**config.mk**
```make
export PLATFORM = sky130hd
export DESIGN_NAME = three_wire_serial_master_unit
export DESIGN_NICKNAME = d
export VERILOG_FILES = /design/src/hdl/twsm_pkg.sv /design/src/hdl/three_wire_serial_master_unit.sv
export SDC_FILE = /design/constraint.sdc
export NUM_CORES = 1
export LEC_CHECK = 0
export BUFFER_PORTS_ARGS = -buffer_cell sky130_fd_sc_hd__buf_2
export CORE_ASPECT_RATIO = 1.25
export CORE_MARGIN = 4
export CORE_UTILIZATION = 30
export CTS_BUF_LIST = sky130_fd_sc_hd__clkbuf_2
export DETAILED_ROUTE_END_ITERATION = 16
export PLACE_DENSITY = 0.59
export SLEW_MARGIN = 20
export SYNTH_ARGS = -nofsm -noshare
export SYNTH_HDL_FRONTEND = slang
export SYNTH_SLANG_ARGS = --single-unit
```
**constraint.sdc**
```tcl
create_clock -name clock -period 3.6 [get_ports clock]
set_input_delay 0.36 -clock clock [delete_from_list [all_inputs] [get_ports clock]]
set_output_delay 0.36 -clock clock [all_outputs]
set_load 0.005 [all_outputs]
```
**src/hdl/twsm_pkg.sv**
```systemverilog
// ----------------------------------------------------------------------------
// Three-wire serial master: shared types and constants
// Operation codes and the framing constants of the serial link.
// ----------------------------------------------------------------------------
`default_nettype none

package twsm_pkg;

   // Operation code carried by each request word.
   typedef logic [1:0] op_type;

   localparam op_type OP_TICK  = 2'd0;
   localparam op_type OP_WRITE = 2'd1;
   localparam op_type OP_READ  = 2'd2;

   // Width of the serial frame and of its bit counter.
   localparam int unsigned FRAME_BITS = 16;
   localparam int unsigned COUNT_W    = 5;
   localparam int unsigned BYTE_W     = 8;

   typedef logic [COUNT_W-1:0] count_type;

   // The reply byte starts at this frame position.
   localparam count_type REPLY_FIRST_BIT = 5'd8;
   localparam count_type FRAME_END       = 5'd16;

   // Command byte bit that marks a read.
   localparam logic [BYTE_W-1:0] READ_FLAG = 8'h01;

endpackage : twsm_pkg

`default_nettype wire

```
**src/hdl/three_wire_serial_master_unit.sv**
```systemverilog
// ----------------------------------------------------------------------------
// Three-wire serial master unit
// Pin sequencer for an enable/clock/data serial link, stepped by one
// request word per timing tick. Write frames send a command and a data byte
// least significant bit first; read frames send the command and sample the
// reply byte while the clock is low.
//
//   Channel  | Direction | Handshake          | Contents
//   ---------+-----------+--------------------+--------------------------------
//   req_     | in        | req_valid/ready    | op, command, data, data pin
//   rsp_     | out       | rsp_valid/ready    | pin levels, status, read byte
//   csr_     | in        | csr_write_enable   | ticks per clock phase
//
// One word is accepted every clock cycle while the result side keeps up.
// A word's result is loaded into the result register as the word leaves the
// input register: the sequencer works combinationally on the input register.
// When the result is not taken, the input register still holds one more
// word and then ready drops. Reset clears the sequencer to idle with the
// clock and enable pins low, and the phase length to one tick.
// ----------------------------------------------------------------------------
`default_nettype none

module three_wire_serial_master_unit (
   input  wire logic               clock,
   input  wire logic               reset,
   // Request channel
   input  wire logic               req_valid,
   output logic                    req_ready,
   input  wire twsm_pkg::op_type   req_op,
   input  wire logic [7:0]         req_reg_address,
   input  wire logic [7:0]         req_write_data,
   input  wire logic               req_data_in,
   // Result channel
   output logic                    rsp_valid,
   input  wire logic               rsp_ready,
   output logic                    rsp_clk_out,
   output logic                    rsp_dat_out,
   output logic                    rsp_dat_drive,
   output logic                    rsp_ce_out,
   output logic                    rsp_busy_res,
   output logic [7:0]              rsp_read_data,
   output logic                    rsp_read_done,
   output logic                    rsp_cmd_rejected,
   // Configuration
   input  wire logic               csr_write_enable,
   input  wire logic [7:0]         csr_write_data
);

   import twsm_pkg::*;

   typedef enum logic [1:0] {
      PH_IDLE,
      PH_LOW,
      PH_HIGH,
      PH_END
   } phase_type;

   // Input register.
   logic              s1_valid_ff;
   op_type            s1_op_ff;
   logic [7:0]        s1_addr_ff;
   logic [7:0]        s1_wdat_ff;
   logic              s1_din_ff;

   // Sequencer state.
   phase_type         phase_ff, phase_in;
   count_type         bit_count_ff, bit_count_in;
   logic [15:0]       tx_shift_ff, tx_shift_in;
   logic [7:0]        rx_shift_ff, rx_shift_in;
   logic              is_read_ff, is_read_in;
   logic [7:0]        phase_ticks_ff, phase_ticks_in;
   logic              pin_clk_ff, pin_clk_in;
   logic              pin_dat_ff, pin_dat_in;
   logic              pin_drive_ff, pin_drive_in;
   logic              pin_ce_ff, pin_ce_in;
   logic [7:0]        read_hold_ff, read_hold_in;
   logic [7:0]        ticks_per_phase_ff;

   // Result register.
   logic              rsp_valid_ff;
   logic              rsp_clk_ff, rsp_dat_ff, rsp_drive_ff, rsp_ce_ff, rsp_busy_ff;
   logic [7:0]        rsp_rdata_ff;
   logic              rsp_done_ff, rsp_rej_ff;

   logic              advance;
   logic              start;
   logic              done_in;
   logic              rejected_in;
   logic [7:0]        span;
   logic [7:0]        cmd;
   count_type         next_count;

   // Handshake: the sequencer steps when the result register is free.
   assign advance   = s1_valid_ff && (!rsp_valid_ff || rsp_ready);
   assign req_ready = !s1_valid_ff || advance;

   // A phase length of zero behaves as one tick.
   assign span  = (ticks_per_phase_ff == 8'd0) ? 8'd1 : ticks_per_phase_ff;
   assign start = (s1_op_ff == OP_WRITE) || (s1_op_ff == OP_READ);
   assign cmd   = (s1_op_ff == OP_READ) ? (s1_addr_ff | READ_FLAG) : s1_addr_ff;
   assign next_count = bit_count_ff + 5'd1;

   // Sequencer next state for the word in the input register.
   always_comb begin
      phase_in       = phase_ff;
      bit_count_in   = bit_count_ff;
      tx_shift_in    = tx_shift_ff;
      rx_shift_in    = rx_shift_ff;
      is_read_in     = is_read_ff;
      phase_ticks_in = phase_ticks_ff;
      pin_clk_in     = pin_clk_ff;
      pin_dat_in     = pin_dat_ff;
      pin_drive_in   = pin_drive_ff;
      pin_ce_in      = pin_ce_ff;
      read_hold_in   = read_hold_ff;
      done_in        = 1'b0;
      rejected_in    = 1'b0;
      if (phase_ff == PH_IDLE) begin
         // A start word is the first tick of the low phase of bit 0.
         if (start) begin
            is_read_in     = (s1_op_ff == OP_READ);
            tx_shift_in    = {s1_wdat_ff, cmd};
            rx_shift_in    = 8'd0;
            bit_count_in   = '0;
            phase_in       = PH_LOW;
            phase_ticks_in = 8'd1;
            pin_clk_in     = 1'b0;
            pin_ce_in      = 1'b1;
            pin_drive_in   = 1'b1;
            pin_dat_in     = cmd[0];
         end
      end else begin
         rejected_in = start;
         if (phase_ticks_ff < span) begin
            phase_ticks_in = phase_ticks_ff + 8'd1;
         end else begin
            phase_ticks_in = 8'd1;
            case (phase_ff)
               PH_LOW: begin
                  // Reply bits are sampled as the low phase ends.
                  if (is_read_ff && (bit_count_ff >= REPLY_FIRST_BIT)) begin
                     rx_shift_in[bit_count_ff[2:0]] = s1_din_ff;
                  end
                  phase_in   = PH_HIGH;
                  pin_clk_in = 1'b1;
               end
               PH_HIGH: begin
                  bit_count_in = next_count;
                  if (next_count >= FRAME_END) begin
                     phase_in   = PH_END;
                     pin_clk_in = 1'b0;
                  end else begin
                     phase_in   = PH_LOW;
                     pin_clk_in = 1'b0;
                     pin_ce_in  = 1'b1;
                     if (is_read_ff && (next_count >= REPLY_FIRST_BIT)) begin
                        pin_drive_in = 1'b0;
                        pin_dat_in   = 1'b0;
                     end else begin
                        pin_drive_in = 1'b1;
                        pin_dat_in   = tx_shift_ff[next_count[3:0]];
                     end
                  end
               end
               PH_END: begin
                  if (is_read_ff) begin
                     read_hold_in = rx_shift_ff;
                     done_in      = 1'b1;
                  end
                  phase_in       = PH_IDLE;
                  phase_ticks_in = 8'd0;
                  pin_clk_in     = 1'b0;
                  pin_dat_in     = 1'b0;
                  pin_drive_in   = 1'b1;
                  pin_ce_in      = 1'b0;
               end
               default: begin
                  phase_in = PH_IDLE;
               end
            endcase
         end
      end
   end

   // State, input register and result register.
   always_ff @(posedge clock) begin
      if (reset) begin
         s1_valid_ff        <= 1'b0;
         rsp_valid_ff       <= 1'b0;
         phase_ff           <= PH_IDLE;
         bit_count_ff       <= '0;
         tx_shift_ff        <= 16'd0;
         rx_shift_ff        <= 8'd0;
         is_read_ff         <= 1'b0;
         phase_ticks_ff     <= 8'd0;
         pin_clk_ff         <= 1'b0;
         pin_dat_ff         <= 1'b0;
         pin_drive_ff       <= 1'b1;
         pin_ce_ff          <= 1'b0;
         read_hold_ff       <= 8'd0;
         ticks_per_phase_ff <= 8'd1;
      end else begin
         if (csr_write_enable) begin
            ticks_per_phase_ff <= csr_write_data;
         end
         if (req_ready) begin
            s1_valid_ff <= req_valid;
         end
         // A new result replaces the one taken in the same cycle.
         if (advance) begin
            rsp_valid_ff <= 1'b1;
         end else if (rsp_ready) begin
            rsp_valid_ff <= 1'b0;
         end
         if (advance) begin
            phase_ff       <= phase_in;
            bit_count_ff   <= bit_count_in;
            tx_shift_ff    <= tx_shift_in;
            rx_shift_ff    <= rx_shift_in;
            is_read_ff     <= is_read_in;
            phase_ticks_ff <= phase_ticks_in;
            pin_clk_ff     <= pin_clk_in;
            pin_dat_ff     <= pin_dat_in;
            pin_drive_ff   <= pin_drive_in;
            pin_ce_ff      <= pin_ce_in;
            read_hold_ff   <= read_hold_in;
         end
      end
      // Payload registers.
      if (req_ready && req_valid) begin
         s1_op_ff   <= req_op;
         s1_addr_ff <= req_reg_address;
         s1_wdat_ff <= req_write_data;
         s1_din_ff  <= req_data_in;
      end
      if (advance) begin
         rsp_clk_ff   <= pin_clk_in;
         rsp_dat_ff   <= pin_drive_in & pin_dat_in;
         rsp_drive_ff <= pin_drive_in;
         rsp_ce_ff    <= pin_ce_in;
         rsp_busy_ff  <= (phase_in != PH_IDLE);
         rsp_rdata_ff <= read_hold_in;
         rsp_done_ff  <= done_in;
         rsp_rej_ff   <= rejected_in;
      end
   end

   assign rsp_valid        = rsp_valid_ff;
   assign rsp_clk_out      = rsp_clk_ff;
   assign rsp_dat_out      = rsp_dat_ff;
   assign rsp_dat_drive    = rsp_drive_ff;
   assign rsp_ce_out       = rsp_ce_ff;
   assign rsp_busy_res     = rsp_busy_ff;
   assign rsp_read_data    = rsp_rdata_ff;
   assign rsp_read_done    = rsp_done_ff;
   assign rsp_cmd_rejected = rsp_rej_ff;

   // Enable is high exactly while a frame is in progress.
   a_ce_tracks_phase: assert property (@(posedge clock) disable iff (reset)
      (phase_ff == PH_IDLE) == !pin_ce_ff)
      else $error("enable pin disagrees with sequencer phase");

   // The data pin is released only during the reply byte of a read.
   a_release_in_reply: assert property (@(posedge clock) disable iff (reset)
      !pin_drive_ff |-> (is_read_ff && (bit_count_ff >= REPLY_FIRST_BIT)))
      else $error("data pin released outside a read reply");

   // The bit counter never passes the end of the frame.
   a_count_bound: assert property (@(posedge clock) disable iff (reset)
      bit_count_ff <= FRAME_END)
      else $error("bit counter beyond frame end");

   // A finished read is reported with the sequencer already idle.
   a_done_idle: assert property (@(posedge clock) disable iff (reset)
      (rsp_valid_ff && rsp_done_ff) |-> !rsp_busy_ff)
      else $error("read completion reported while busy");

   // Every step of the sequencer leaves a result waiting.
   a_step_result: assert property (@(posedge clock) disable iff (reset)
      advance |=> rsp_valid_ff)
      else $error("sequencer step produced no result");

endmodule : three_wire_serial_master_unit

`default_nettype wire

```
* Yosys cells after proc, flatten, opt, wreduce, memory -nomap -nowiden
Cells that the tools add are included.
** Word-level totals
- Flip-flop bits (word level) :: 96
- Input port bits :: 32
- Output and inout port bits :: 17
- Logic and storage cells :: 120
** Operators by class
- Add/sub/neg operators :: 2
- Order comparisons :: 7
- Equal/unequal tests :: 7
- Mux-type cells :: 53
- Bitwise logic cells :: 2
- Reductions and logical operators :: 23
** Operators by type and width (count)
- $mux 8 :: 13
- $mux 1 :: 24
- $mux 5 :: 4
- $ge 5x4->1 const B :: 2
- $reduce_bool 2->1 :: 5
- $add 8x1->8 const B :: 1
- $bwmux 8 :: 1
- $logic_not 8->1 :: 1
- $lt 8x8->1 :: 1
- $mux 2 :: 4
- $pmux 1 s2 :: 4
- $eq 2x2->1 const B :: 3
- $add 5x1->5 const B :: 1
- $ge 5x5->1 const B :: 1
- $logic_and 1x1->1 :: 5
- $lt 4x5->1 const B :: 1
- $reduce_and 5->1 :: 1
- $bmux 1 s4 :: 1
- $eq 2x1->1 const B :: 2
- $lt 3x4->1 const B :: 1
- $ne 2x2->1 const B :: 2
- $pmux 2 s2 :: 1
- $reduce_and 4->1 :: 1
- $demux 1 s3 :: 1
- other kinds (10) :: 13

* Logic depth before layout (Yosys ltp)
Gate-level depths: netlist of run 1.
- Depth in word-level cells :: 9
- Mapped depth :: 10
- Mapped depth without buffers :: 8

* Worst setup path after synthesis of run 1
OpenSTA, ideal clock, no wires.
- Path type :: flip-flop to flip-flop
- Start point :: register bit_count_ff[0]
- End point :: register rsp_dat_ff (netlist: rsp_dat_out) (data pin)
- Library setup time :: 0.254 ns
- Arrival time :: 2.412 ns
- Data required time :: 3.346 ns
- Setup slack :: 0.934 ns
- Cell stages (with the launch flop) :: 11
- Path buffers :: 2
- Period minus slack after synthesis :: 2.666 ns
- Cells stage by stage :: dfxtp_1 > clkbuf_1 > clkbuf_1 > inv_1 > ha_1 > mux4_2 > mux2i_1 > nor2_1 > a21oi_1 > nor2b_1 > o21a_1
** Between the ends
- Word-level cells in the longest chain between the ends :: 9
- Elaborated cells on any way between the ends :: 17
- Classes of those cells :: add/sub (1); order compare (2); mux (12); bitwise (1); reduce/logical (1)
** RTL lines
- from (decl) :: RTL line three_wire_serial_master_unit.sv:67 : count_type bit_count_ff, bit_count_in;
- from (signal assigned) :: RTL line three_wire_serial_master_unit.sv:217 : bit_count_ff <= bit_count_in;
- $add 5x1->5 * :: RTL line three_wire_serial_master_unit.sv:101 : assign next_count = bit_count_ff + 5'd1;
- $bmux 1 s4 or $ge 5x4->1 (tied branches) :: RTL line three_wire_serial_master_unit.sv:161, three_wire_serial_master_unit.sv:156
- $mux 1 (not written as such) or $logic_and 1x1->1 (tied branches) :: RTL line three_wire_serial_master_unit.sv:161, three_wire_serial_master_unit.sv:156
- $mux 1 :: RTL line three_wire_serial_master_unit.sv:156 : if (is_read_ff && (next_count >= REPLY_FIRST_BIT)) begin
- $mux 1 :: RTL line three_wire_serial_master_unit.sv:149 : if (next_count >= FRAME_END) begin
- $pmux 1 s2 :: RTL line three_wire_serial_master_unit.sv:138 : case (phase_ff)
- $mux 1 :: RTL line three_wire_serial_master_unit.sv:134 : if (phase_ticks_ff < span) begin
- $mux 1 :: RTL line three_wire_serial_master_unit.sv:118 : if (phase_ff == PH_IDLE) begin
- $and 1x1->1 * :: RTL line three_wire_serial_master_unit.sv:238 : rsp_dat_ff <= pin_drive_in & pin_dat_in;
- to (signal assigned) :: RTL line three_wire_serial_master_unit.sv:238
- to (decl) :: RTL line three_wire_serial_master_unit.sv:81 : logic rsp_clk_ff, rsp_dat_ff, rsp_drive_ff, rsp_ce_ff, rsp_busy_ff;
Mark *: on every way between the ends. The rest lies on a longest branch, timed or not. The select of a mux whose other input is x is not followed.
A chain may end at the register's enable or synchronous reset.

* Worst setup path after layout of run 1
- Start point :: register ticks_per_phase_ff[3]
- End point :: register rsp_rdata_ff[4] (netlist: rsp_read_data[4]) (data pin)
** Between the ends
- Word-level cells in the longest chain between the ends :: 5
** RTL lines
- from (decl) :: RTL line three_wire_serial_master_unit.sv:77 : logic [7:0] ticks_per_phase_ff;
- from (signal assigned) :: RTL line three_wire_serial_master_unit.sv:204 : ticks_per_phase_ff <= csr_write_data;
- $logic_not 8->1 :: RTL line three_wire_serial_master_unit.sv:98 : assign span = (ticks_per_phase_ff == 8'd0) ? 8'd1 : ticks_per_phase_ff;
- $mux 8 * :: RTL line three_wire_serial_master_unit.sv:98
- $lt 8x8->1 * :: RTL line three_wire_serial_master_unit.sv:134
- $mux 8 * :: RTL line three_wire_serial_master_unit.sv:134
- $mux 8 * :: RTL line three_wire_serial_master_unit.sv:118
- via read_hold_in[4] :: RTL line three_wire_serial_master_unit.sv:76 : logic [7:0] read_hold_ff, read_hold_in;
- to (signal assigned) :: RTL line three_wire_serial_master_unit.sv:242 : rsp_rdata_ff <= read_hold_in;
- to (decl) :: RTL line three_wire_serial_master_unit.sv:82 : logic [7:0] rsp_rdata_ff;
Mark *: on every way through the listed nets, which the timed path passes. The rest lies on a longest branch.

==> results of run 1 <==
[cells in the final DEF, fill, tap and decap left out, types with 13 or more instances in the layout]
cell / n
dfxtp_1: 62
nand2_1: 55
buf_2: 48
nor2_1: 44
edfxtp_1: 34
dlygate4sd3_1: 28
a21oi_1: 26
inv_1: 19
mux2i_1: 17
ha_1: 16
o211ai_1: 13
[report_power, final]
part	switching [W]	leakage, nW	internal (W)
Sequential	0.0000187	0.826	0.00116
Clock	0.000359	0.0560	0.0000951
Combinational	0.000103	1.01	0.0000821
Total	0.000481	1.89	0.00134
[sequential cells by signal, summed over array words and instances, names as in the netlist, 2 cells and up]
register,cells
tx_shift_ff,16
phase_ticks_ff,8
read_hold_ff,8
rsp_read_data,8
rx_shift_ff,8
s1_addr_ff,8
s1_wdat_ff,8
ticks_per_phase_ff,8
bit_count_ff,5
phase_ff,2
s1_op_ff,2
[per-stage QoR]
step           hold slack [ps]  utilization [%]
2_1_floorplan              433                -
3_3_place_gp               444             33.9
3_5_place_dp               450             33.9
4_1_cts                   62.4             36.5
5_1_grt                   80.4             36.5
6_report                  92.1             36.5
[path summary, 6_finish.rpt]
check	from	to	slack, ps	cells after the start
setup / recovery	ticks_per_phase_ff[3]	rsp_read_data[4]	920	8
hold / removal	rsp_ready	rsp_valid	90	4
setup reg to reg	ticks_per_phase_ff[3]	rsp_read_data[4]	920	8
hold reg to reg	tx_shift_ff[13]	tx_shift_ff[13]	470	2
[cell usage after synthesis (3+ instances only)]
cell and n:
a211oi_1 5, a21oi_1 26, a31oi_1 10, clkbuf_1 11
dfxtp_1 62, edfxtp_1 34, ha_1 16, inv_1 19
mux2_1 8, mux2i_1 17, mux4_2 4, nand2_1 55
nand3_1 10, nand4_1 4, nor2_1 44, nor2b_1 4
nor3_1 3, o211ai_1 13, o21ai_0 9, o21ai_1 4
o31ai_1 3, or4_1 3, xor2_1 7
[logic make-up (layout without fill, tap and decap cells)]
| family | after synthesis | after routing | share of synthesized area, % |
|---|---|---|---|
| AO/OA/AOI/OAI | 89 | 89 | 14.6 |
| XOR/XNOR | 8 | 8 | 1.62 |
| adder cells (fa/ha/maj) | 16 | 16 | 4.64 |
| buffers and inverters | 36 | 117 | 3.97 |
| flip-flops | 96 | 96 | 52.4 |
| multiplexers | 31 | 31 | 8.64 |
| AND/OR/NAND/NOR | 138 | 138 | 14.2 |
[cell type report]
type | instances | area [sq um]
Multi-Input combinational cell | 282 | 1880
Sequential cell | 96 | 2260
Inverter | 20 | 75.1
Fill cell | 1439 | 8850
Clock inverter | 5 | 32.5
Tap cell | 175 | 219
Clock buffer | 11 | 55.1
Timing Repair Buffer | 81 | 558
[critical path, delay by kind of cell, from the launching register on]
kind                       cells  cell delay, ps
AOI/OAI and AO/OA              3             970
muxes                          1             340
adders and majority gates      1             300
buffers and inverters          2             240
DFF                            1             430
and+or+nand+nor                1             180
[metal layers]
| layer | global-route usage (%) | vias to the layer above | wire length [microns] |
|---|---|---|---|
| li1 | - | 1645 | - |
| met1 | 14.7 | 1520 | 4250 |
| met2 | 19.8 | 79 | 4480 |
| met3 | 2.13 | 14 | 310 |
| met4 | 5.69 | 0 | 176 |
| met5 | 0 | - | 0 |
[timing repair]
| action | in CTS | in global routing |
|---|---|---|
| hold buffers | 28 | 0 |
| setup buffers | 0 | 0 |
| hold endpoints to repair | 28 | 0 |
==> flow_summary_export.csv, run 1 <==
group,metric,value,unit
sta,setup_viol,0,
sta,skew,29.0,ps
logic_synthesis,ys_types,55,
clock_tree,htreeDepth,3,
floorplanning,core.rowCount,48,
logic_synthesis,synth_nets,462,
grt,grt_pass1_wl,15600,microns
sta,worst_slew_pin_slew,845,ps
place,pre_cts_slack,947,ps
logic_synthesis,synth_edf_count,34,
grt,grt_use_total,11.9,%
worst_setup_path,cp.required,3970,ps
power_and_ir_drop,power.density,358,nW/um^2
sta,finalSetupTns,0,ps
power_and_ir_drop,vdd_drop_max,184,uV
logic_synthesis,synth_ff_type,"dfxtp_1",
worst_setup_path,start_kind,"register",
routing,drcViolationCount,0,
logic_synthesis,synthArstFlopShare,0,%
layout,diodes,0,
routing,dr.pass1.iters,4,
clock_tree,cts.sinks,96,
worst_setup_path,worstPathMaxFanout,9,
floorplanning,dieWidth,115,microns
floorplanning,coreArea,13900,sq um
logic_synthesis,synth_warnings,0,
logic_synthesis,seq_area_frac_synth,52.4,%
job,cap_violations,0,
place,post_dp_cell_area,4720,sq um
routing,via_per_inst,4.86,
grt,antenna_found_initial,0,
floorplanning,top_level_ports,49,
layout,nNetsFinal,538,
routing,wl,9220,microns
worst_setup_path,cpMaxStageDelayCell,"a221o_4",
sta,fmax,373,MHz
logic_synthesis,yosysTopAreaCellShare,28.8,%
sta,finalWorstSetupSlack,920,ps
routing,drt_iter0_markers,145,
place,gp_congestion,0.828,
clock_tree,postCtsResizedCells,0,
sta,fin_crit_sh,74.4,%
logic_synthesis,synth-seq-cells,96,
worst_setup_path,path_cells,"inv_1 -> ha_1 -> a211oi_1 -> a221o_4 -> a21oi_2 -> nor2b_1 -> buf_4 -> mux2_1",
worst_setup_path,crit_type,"reg2reg",
power_and_ir_drop,p_total,0.00182,W
place,dp_hpwl,6450,microns
outcome,status,"completed",
clock_tree,cts.reportedPaths.clkPinSlew,250,ps
grt,grt_max_degree,46,
sta,final_hold_viol_count,0,
worst_setup_path,worstPathArrival,3050,ps
worst_setup_path,slowest_delay,460,ps
layout,drive_above_1_share,17.2,%
layout,final_cells,670,
grt,grt_overflow_total,0,
logic_synthesis,avgSynthCellArea,10.4,sq um
routing,drt-wirelength-per-cell,13.8,microns
routing,ant_nets,0,
place,dp_cells,626,
floorplanning,die_area,16400,sq um
grt,first_global_vias,3216,
clock_tree,cts_root_buffer,"clkbuf_2",
sta,rsz0062_at_grt,"no",
layout,syn_to_final_growth,17.8,%
logic_synthesis,synthTopCellsByArea,"dfxtp_1 29%, edfxtp_1 24%, nand2_1 4.8%",
clock_tree,cts_tree,"built",
clock_tree,cts_buffers,9,
power_and_ir_drop,leakagePower,1.89,nW
routing,vias,3258,
logic_synthesis,netlist_area,4320,sq um
clock_tree,cts_buffer_depth,2,
logic_synthesis,synth_cells,414,
sta,slew_headroom,43.7,%
clock_tree,insertion_delay,580,ps
logic_synthesis,yosysTopAreaCell,"dfxtp_1",
floorplanning,initial_core_util,31.0,%
floorplanning,chipHeight,142,microns
place,port_buffers,48,
min_path,hold_class,"in2reg",
sta,slew_viol_final,0,
worst_setup_path,endpoint_kind,"register",
sta,layout_min_cycle_time,2680,ps
layout,fin_area,5080,sq um
Power figures use the tool's default switching activity.
==> inputs of run 2 (changes only) <==
--- a/config.mk
+++ b/config.mk
@@ -5,13 +5,14 @@
 export SDC_FILE = /design/constraint.sdc
 export NUM_CORES = 1
 export LEC_CHECK = 0
+export ABC_AREA = 1
 export BUFFER_PORTS_ARGS = -buffer_cell sky130_fd_sc_hd__buf_2
 export CORE_ASPECT_RATIO = 1.25
 export CORE_MARGIN = 4
 export CORE_UTILIZATION = 30
 export CTS_BUF_LIST = sky130_fd_sc_hd__clkbuf_2
 export DETAILED_ROUTE_END_ITERATION = 16
-export PLACE_DENSITY = 0.59
+export PLACE_DENSITY = 0.6
 export SLEW_MARGIN = 20
 export SYNTH_ARGS = -nofsm -noshare
 export SYNTH_HDL_FRONTEND = slang
==> constraint.sdc (replaced) <==
create_clock -name clock -period 2.3 [get_ports clock]
set_input_delay 0.23 -clock clock [delete_from_list [all_inputs] [get_ports clock]]
set_output_delay 0.23 -clock clock [all_outputs]
set_load 0.005 [all_outputs]
==> run 2 against run 1 <==
Critical path depth is 3 higher; first-iteration DRC count shrank 0.69%; routed wire length is 4.8% higher; global-route usage rose by 0.44 points; largest power group unchanged.
==> flow_summary_export.csv, run 2 <==
group,metric,value,unit
logic_synthesis,synth_warnings,0,
grt,grt_use_total,12.3,%
clock_tree,cts.reportedPaths.clkPinSlew,290,ps
clock_tree,cts_tree,"built",
power_and_ir_drop,pwr-share-clk,24.2,%
power_and_ir_drop,leakagePower,2.28,nW
routing,drt-wirelength-per-cell,12.1,microns
logic_synthesis,seq_area_frac_synth,50.7,%
routing,drt_iter0_markers,144,
layout,fin_area,5370,sq um
worst_setup_path,critical_path_buf_inv_count,3,
layout,syn_to_final_growth,20.4,%
worst_setup_path,start_kind,"register",
worst_setup_path,crit_type,"reg2reg",
worst_setup_path,crit_top_cell,"inv_2",
logic_synthesis,synthArstFlopShare,0,%
logic_synthesis,yosysTopAreaCellShare,27.8,%
logic_synthesis,yosysMostFrequentCell,"nand2_1",
routing,via_per_inst,4.58,
grt,antenna_found_initial,1,
min_path,hold_start,"reset",
sta,hold_slack,88.2,ps
clock_tree,insertion_delay,590,ps
floorplanning,dieWidth,117,microns
layout,largest_reg_flops,16,
power_and_ir_drop,p_seq_share,60.1,%
place,post_dp_cell_area,4930,sq um
layout,mostFrequentLayoutCells,"86 x nand2_1, 69 x nor2_1, 59 x dfxtp_1",
worst_setup_path,regToRegStartpoint,"phase_ff[1]",
logic_synthesis,synth_edf_count,34,
clock_tree,cts_buffers,9,
job,cap_violations,0,
logic_synthesis,synth_commonest_cells,"86 x nand2_1, 69 x nor2_1, 62 x dfxtp_1, 54 x inv_1, 44 x a21oi_1",
layout,final_common_cell,"nand2_1",
place,dp_hpwl,6890,microns
outcome,status,"completed",
grt,grt_pass1_wl,16500,microns
min_path,hold_class,"in2reg",
routing,wl,9660,microns
power_and_ir_drop,p_comb_share,15.7,%
sta,finalWorstSetupSlack,192,ps
grt,grt_max_degree,31,
floorplanning,top_level_ports,49,
place,port_buffers,48,
floorplanning,chipHeight,144,microns
grt,first_global_vias,3586,
logic_synthesis,synth-seq-cells,96,
min_path,hold_depth,5,
power_and_ir_drop,internal_power,0.00222,W
power_and_ir_drop,p_total,0.00317,W
worst_setup_path,endpoint_kind,"register",
routing,vias,3647,
worst_setup_path,cp.required,2800,ps
clock_tree,htreeDepth,3,
worst_setup_path,path_cells,"inv_1 -> ha_1 -> nand2_1 -> inv_2 -> nor2_8 -> inv_2 -> nor2_2 -> nand3_1 -> nor3_2 -> xnor2_1 -> nor2_1",
sta,fin_crit_sh,91.6,%
clock_tree,cts_buffer_depth,2,
floorplanning,initial_core_util,30.8,%
layout,drive_above_1_share,19.7,%
floorplanning,core.rowCount,49,
power_and_ir_drop,switchingPower,0.000948,W
logic_synthesis,synth_nets,575,
sta,final_hold_viol_count,0,
sta,skew,43.6,ps
logic_synthesis,avgSynthCellArea,8.46,sq um
worst_setup_path,slowest_delay,520,ps
routing,dr.pass1.iters,4,
sta,slew_headroom,52.0,%
sta,worst_slew_pin_slew,719,ps
layout,regMostFlops,"tx_shift_ff",
routing,drcViolationCount,0,
clock_tree,cts_root_buffer,"clkbuf_2",
sta,layout_min_cycle_time,2110,ps
sta,setup_viol,0,
sta,finalSetupTns,0,ps
layout,n_fill_cell,1472,
power_and_ir_drop,swShare,29.9,%
logic_synthesis,netlist_area,4460,sq um
logic_synthesis,synthTopCellsByArea,"dfxtp_1 28%, edfxtp_1 23%, nand2_1 7.2%",
worst_setup_path,worstPathMaxFanout,9,
logic_synthesis,ys_types,32,
place,pre_cts_slack,107,ps
logic_synthesis,synth_ff_type,"dfxtp_1",
layout,nNetsFinal,661,
sta,slew_viol_final,0,
grt,grt_overflow_total,0,
power_and_ir_drop,power.density,590,nW/um^2
logic_synthesis,yosysTopAreaCell,"dfxtp_1",
worst_setup_path,cp_top_family,"simple AND/OR/NAND/NOR gates",
worst_setup_path,rrSetupSlack,190,ps
worst_setup_path,r2r-end,"phase_ticks_ff[6]",
routing,ant_nets,0,
floorplanning,die_area,16900,sq um
min_path,hold_path_end,"bit_count_ff[0]",
sta,fmax,474,MHz
place,gp_congestion,0.855,
worst_setup_path,worst-r2r-cell-count,11,
power_and_ir_drop,vdd_drop_max,249,uV
worst_setup_path,cpMaxStageDelayCell,"dfxtp_1",
clock_tree,cts.sinks,96,
sta,rsz0062_at_grt,"no",
worst_setup_path,worstPathArrival,2610,ps
floorplanning,coreArea,14500,sq um
logic_synthesis,synth_cells,527,
[run 2: cell count changes after synthesis, sizes merged, moves of 13 or more]
cell / delta
inv: +39
nor2: +28
nand2: +41
a21oi: +17
nand4: +17
mux2i: -17
o211ai: -13
o21ai: +38
[run 2: final cells by class]
type                    instances  area, sq um  area share (%)
well taps                     178          223            4.15
inverters                      58          218            4.06
diodes                          1         2.50          0.0466
multi-input cells             353         1880            35.1
repair buffers                 95          673            12.5
flip-flops and latches         96         2270            42.3
clock buffers                   9         45.0           0.839
clock inverters                 7         52.6           0.979
[run 2: worst max-delay path by stage]
stage	cells after the start	slack, ps	to	start
finish	11	190	phase_ticks_ff[6]	phase_ff[1]
global route	11	0.6	phase_ticks_ff[6]	phase_ff[1]
CTS	14	60	rsp_dat_out	bit_count_ff[0]
detailed placement	13	110	rsp_dat_out	bit_count_ff[1]
global placement	13	230	rsp_dat_out	bit_count_ff[1]
floorplan	15	260	rsp_dat_out	bit_count_ff[0]
[run 2: repair_timing]
action,CTS,global route
resized for setup,0,6
hold buffers,32,0
buffers inserted,0,1
setup endpoints to repair,0,3
hold endpoints to repair,29,0
[run 2: cell families (layout without fill, tap and decap cells)]
group / Yosys count / count (layout) / synth area share [%]
compound gates: 100 / 100 / 12.4
xor+xnor: 9 / 9 / 1.77
fa+ha+maj: 16 / 16 / 4.49
buf+inv: 78 / 169 / 7.04
flops: 96 / 96 / 50.7
other cells: 0 / 1 / 0
simple gates: 228 / 228 / 23.6
[run 2: routing by layer]
metal / vias up / routed length (microns) / global-route usage [%]
met5: - / 0 / 0
met4: 0 / 242 / 6.16
met3: 14 / 343 / 1.67
met2: 61 / 4750 / 21.1
met1: 1651 / 4320 / 14.9
li1: 1921 / - / -
[run 2: worst reg2reg max path, delay by kind of cell (launching register included)]
family | cells | cell delay [ps]
xor gates and xnor gates | 1 | 140
adders and majority gates | 1 | 260
buffers and inverters | 3 | 300
DFF | 1 | 520
and+or+nand+nor | 6 | 810
[run 2: stage by stage]
stage	instances	utilization (%)
2_1_floorplan	527	-
3_3_place_gp	747	34.1
3_5_place_dp	747	34.1
4_1_cts	795	37.0
5_1_grt	797	37.1
6_report	797	37.1
[run 2: power by group through the flow]
stage / Clock, W / Sequential [W] / Combinational, W
floorplan: 0 / 0.00193 / 0.000326
global placement: 0 / 0.00193 / 0.000441
detailed placement: 0 / 0.00194 / 0.000452
CTS: 0.000809 / 0.00190 / 0.000495
global route: 0.000863 / 0.00191 / 0.000574
finish: 0.000767 / 0.00190 / 0.000498
==> inputs of run 3 (changes only) <==
--- a/config.mk
+++ b/config.mk
@@ -7,12 +7,14 @@
 export LEC_CHECK = 0
 export ABC_AREA = 1
 export BUFFER_PORTS_ARGS = -buffer_cell sky130_fd_sc_hd__buf_2
+export CELL_PAD_IN_SITES_DETAIL_PLACEMENT = 0
+export CELL_PAD_IN_SITES_GLOBAL_PLACEMENT = 1
 export CORE_ASPECT_RATIO = 1.25
 export CORE_MARGIN = 4
-export CORE_UTILIZATION = 30
+export CORE_UTILIZATION = 41
 export CTS_BUF_LIST = sky130_fd_sc_hd__clkbuf_2
 export DETAILED_ROUTE_END_ITERATION = 16
-export PLACE_DENSITY = 0.6
+export PLACE_DENSITY = 0.9
 export SLEW_MARGIN = 20
 export SYNTH_ARGS = -nofsm -noshare
 export SYNTH_HDL_FRONTEND = slang
==> run 3 against run 2 <==
Non-clock buffer count increased by 3; first-iteration DRC count rose by 28%; cell count decreased by 5.5%; critical endpoint is now rsp_dat_out; die area fell by 25%; worst setup slack improved by 3.8 ps; fmax grew 0.18%; critical path type unchanged; highest routed layer unchanged; register-to-register slack hardly changed; clock power rose by 51%; flip-flop and latch count unchanged; combinational power up 1%; utilization rose by 14 points.
==> flow_summary_export.csv, run 3 (synthesis gave the netlist of run 2 again) <==
group,metric,value,unit
worst_setup_path,crit_type,"reg2reg",
grt,grt_max_degree,31,
min_path,hold_class,"in2reg",
layout,final_common_cell,"nand2_1",
routing,dr.pass1.iters,4,
clock_tree,cts_buffer_depth,2,
power_and_ir_drop,p_comb_share,14.1,%
worst_setup_path,slowest_delay,390,ps
routing,drcViolationCount,0,
worst_setup_path,cp_top_family,"simple AND/OR/NAND/NOR gates",
grt,grt_overflow_total,0,
floorplanning,initial_core_util,42.0,%
routing,drt_iter0_markers,184,
clock_tree,cts_root_buffer,"clkbuf_2",
layout,syn_to_final_growth,21.4,%
outcome,status,"completed",
power_and_ir_drop,leakagePower,2.34,nW
floorplanning,die_area,12600,sq um
power_and_ir_drop,p_seq_share,53.4,%
worst_setup_path,rrSetupSlack,200,ps
sta,skew,41.6,ps
layout,mostFrequentLayoutCells,"86 x nand2_1, 69 x nor2_1, 61 x dfxtp_1",
routing,drt-wirelength-per-cell,12.4,microns
grt,grt_use_total,16.1,%
power_and_ir_drop,vdd_drop_max,410,uV
worst_setup_path,cp.required,2670,ps
power_and_ir_drop,switchingPower,0.000906,W
layout,multi_input_area,1880,sq um
job,cap_violations,0,
layout,final-seq-area,2270,sq um
place,port_buffers,48,
power_and_ir_drop,internal_power,0.00265,W
clock_tree,htreeDepth,3,
floorplanning,chipHeight,125,microns
power_and_ir_drop,p_total,0.00356,W
layout,drive_above_1_share,20.0,%
sta,setup_viol,0,
place,gp_congestion,0.812,
sta,worst_slew_pin_slew,698,ps
worst_setup_path,cpMaxStageDelayCell,"dfxtp_1",
layout,regMostFlops,"tx_shift_ff",
place,post_dp_cell_area,4910,sq um
routing,via_per_inst,4.84,
clock_tree,cts.reportedPaths.clkPinSlew,260,ps
sta,slew_viol_final,0,
clock_tree,cts.sinks,96,
layout,nNetsFinal,664,
grt,grt_pass1_wl,16600,microns
sta,fin_crit_sh,91.5,%
power_and_ir_drop,power.density,658,nW/um^2
power_and_ir_drop,pwr-share-clk,32.5,%
routing,vias,3645,
floorplanning,core.rowCount,42,
floorplanning,coreArea,10600,sq um
power_and_ir_drop,swShare,25.5,%
floorplanning,dieWidth,101,microns
worst_setup_path,worstPathMaxFanout,17,
sta,fmax,475,MHz
worst_setup_path,path_cells,"inv_1 -> ha_1 -> a21oi_1 -> nor2_1 -> a211oi_4 -> nand2_4 -> inv_1 -> nand2_1 -> nand3_1 -> nand2_1 -> nand2_1 -> inv_1",
floorplanning,top_level_ports,49,
worst_setup_path,worstPathArrival,2480,ps
sta,layout_min_cycle_time,2100,ps
grt,antenna_found_initial,0,
place,dp_hpwl,6520,microns
layout,diodes,0,
sta,final_hold_viol_count,0,
clock_tree,insertion_delay,580,ps
layout,n_fill_cell,984,
routing,wl,9310,microns
worst_setup_path,critical_path_buf_inv_count,3,
grt,first_global_vias,3682,
layout,fin_area,5410,sq um
worst_setup_path,endpoint_kind,"register",
clock_tree,postCtsSetupBuffers,0,
worst_setup_path,start_kind,"register",
routing,ant_nets,0,
clock_tree,cts_tree,"built",
layout,largest_reg_flops,16,
sta,slew_headroom,53.4,%
clock_tree,cts_buffers,9,
run 3: cell types whose count changed in the layout (fill, tap and decap cells not counted):
| cell | before | now |
|---|---|---|
| dfxtp_1 | 59 | 61 |
| bufinv_16 | 0 | 4 |
| clkinv_2 | 2 | 0 |
| dfxtp_2 | 1 | 0 |
| inv_4 | 1 | 0 |
| dlygate4sd3_1 | 32 | 31 |
| inv_8 | 1 | 0 |
| clkbuf_2 | 9 | 10 |
| buf_4 | 15 | 19 |
| dfxtp_4 | 2 | 1 |
| clkinvlp_4 | 1 | 0 |
| diode_2 | 1 | 0 |
run 3: power groups by stage:
stage / Combinational [W] / Sequential (W) / Clock (W)
2_1_floorplan: 0.000326 / 0.00193 / 0
3_3_place_gp: 0.000445 / 0.00193 / 0
3_5_place_dp: 0.000459 / 0.00194 / 0
4_1_cts: 0.000501 / 0.00190 / 0.00119
5_1_grt: 0.000577 / 0.00191 / 0.00126
6_report: 0.000504 / 0.00190 / 0.00116
run 3: path summary, 6_finish.rpt:
kind	start	endpoint	cells past startpoint
hold / removal	reset	phase_ticks_ff[7]	5
hold reg to reg	ticks_per_phase_ff[7]	ticks_per_phase_ff[7]	2
setup reg to reg	ticks_per_phase_ff[5]	rsp_dat_out	12
setup / recovery	ticks_per_phase_ff[5]	rsp_dat_out	12
run 3: final cells by class:
class,count,area share (%)
Clock buffer,10,0.924
Multi-Input combinational cell,353,34.8
Clock inverter,6,2.54
Inverter,58,4.02
Tap cell,132,3.05
Timing Repair Buffer,98,12.8
Sequential cell,96,41.9
run 3: worst min-delay path: cells and delay by family:
kind | cells | cell delay [ps]
buffers and inverters | 3 | 280
AOI/OAI and AO/OA | 1 | 70
and+or+nand+nor | 1 | 40
run 3: through the flow:
stage          hold slack [ps]  worst slack (ps)  instances  util (%)  TNS, ps
3_5_place_dp               408              95.1        706      46.3        0
6_report                  42.9               196        753      51.0        0
2_1_floorplan              329               262        527         -        0
4_1_cts                   1.06              79.8        753      51.0        0
3_3_place_gp               407               230        706      46.3        0
5_1_grt                   31.4             -2.45        753      51.0    -2.45
run 3: metal layers:
layer  GRT usage, %  share of wire, %
met3           3.98               3.9
met1           19.7                43
met2           27.2                51
met5              0                 0
met4           5.40               1.9
run 3: what timing repair did:
action,4_1_cts,5_1_grt
resized for setup,0,3
hold buffers,31,0
endpoints found under the setup margin,0,2
endpoints found under the hold margin,29,0
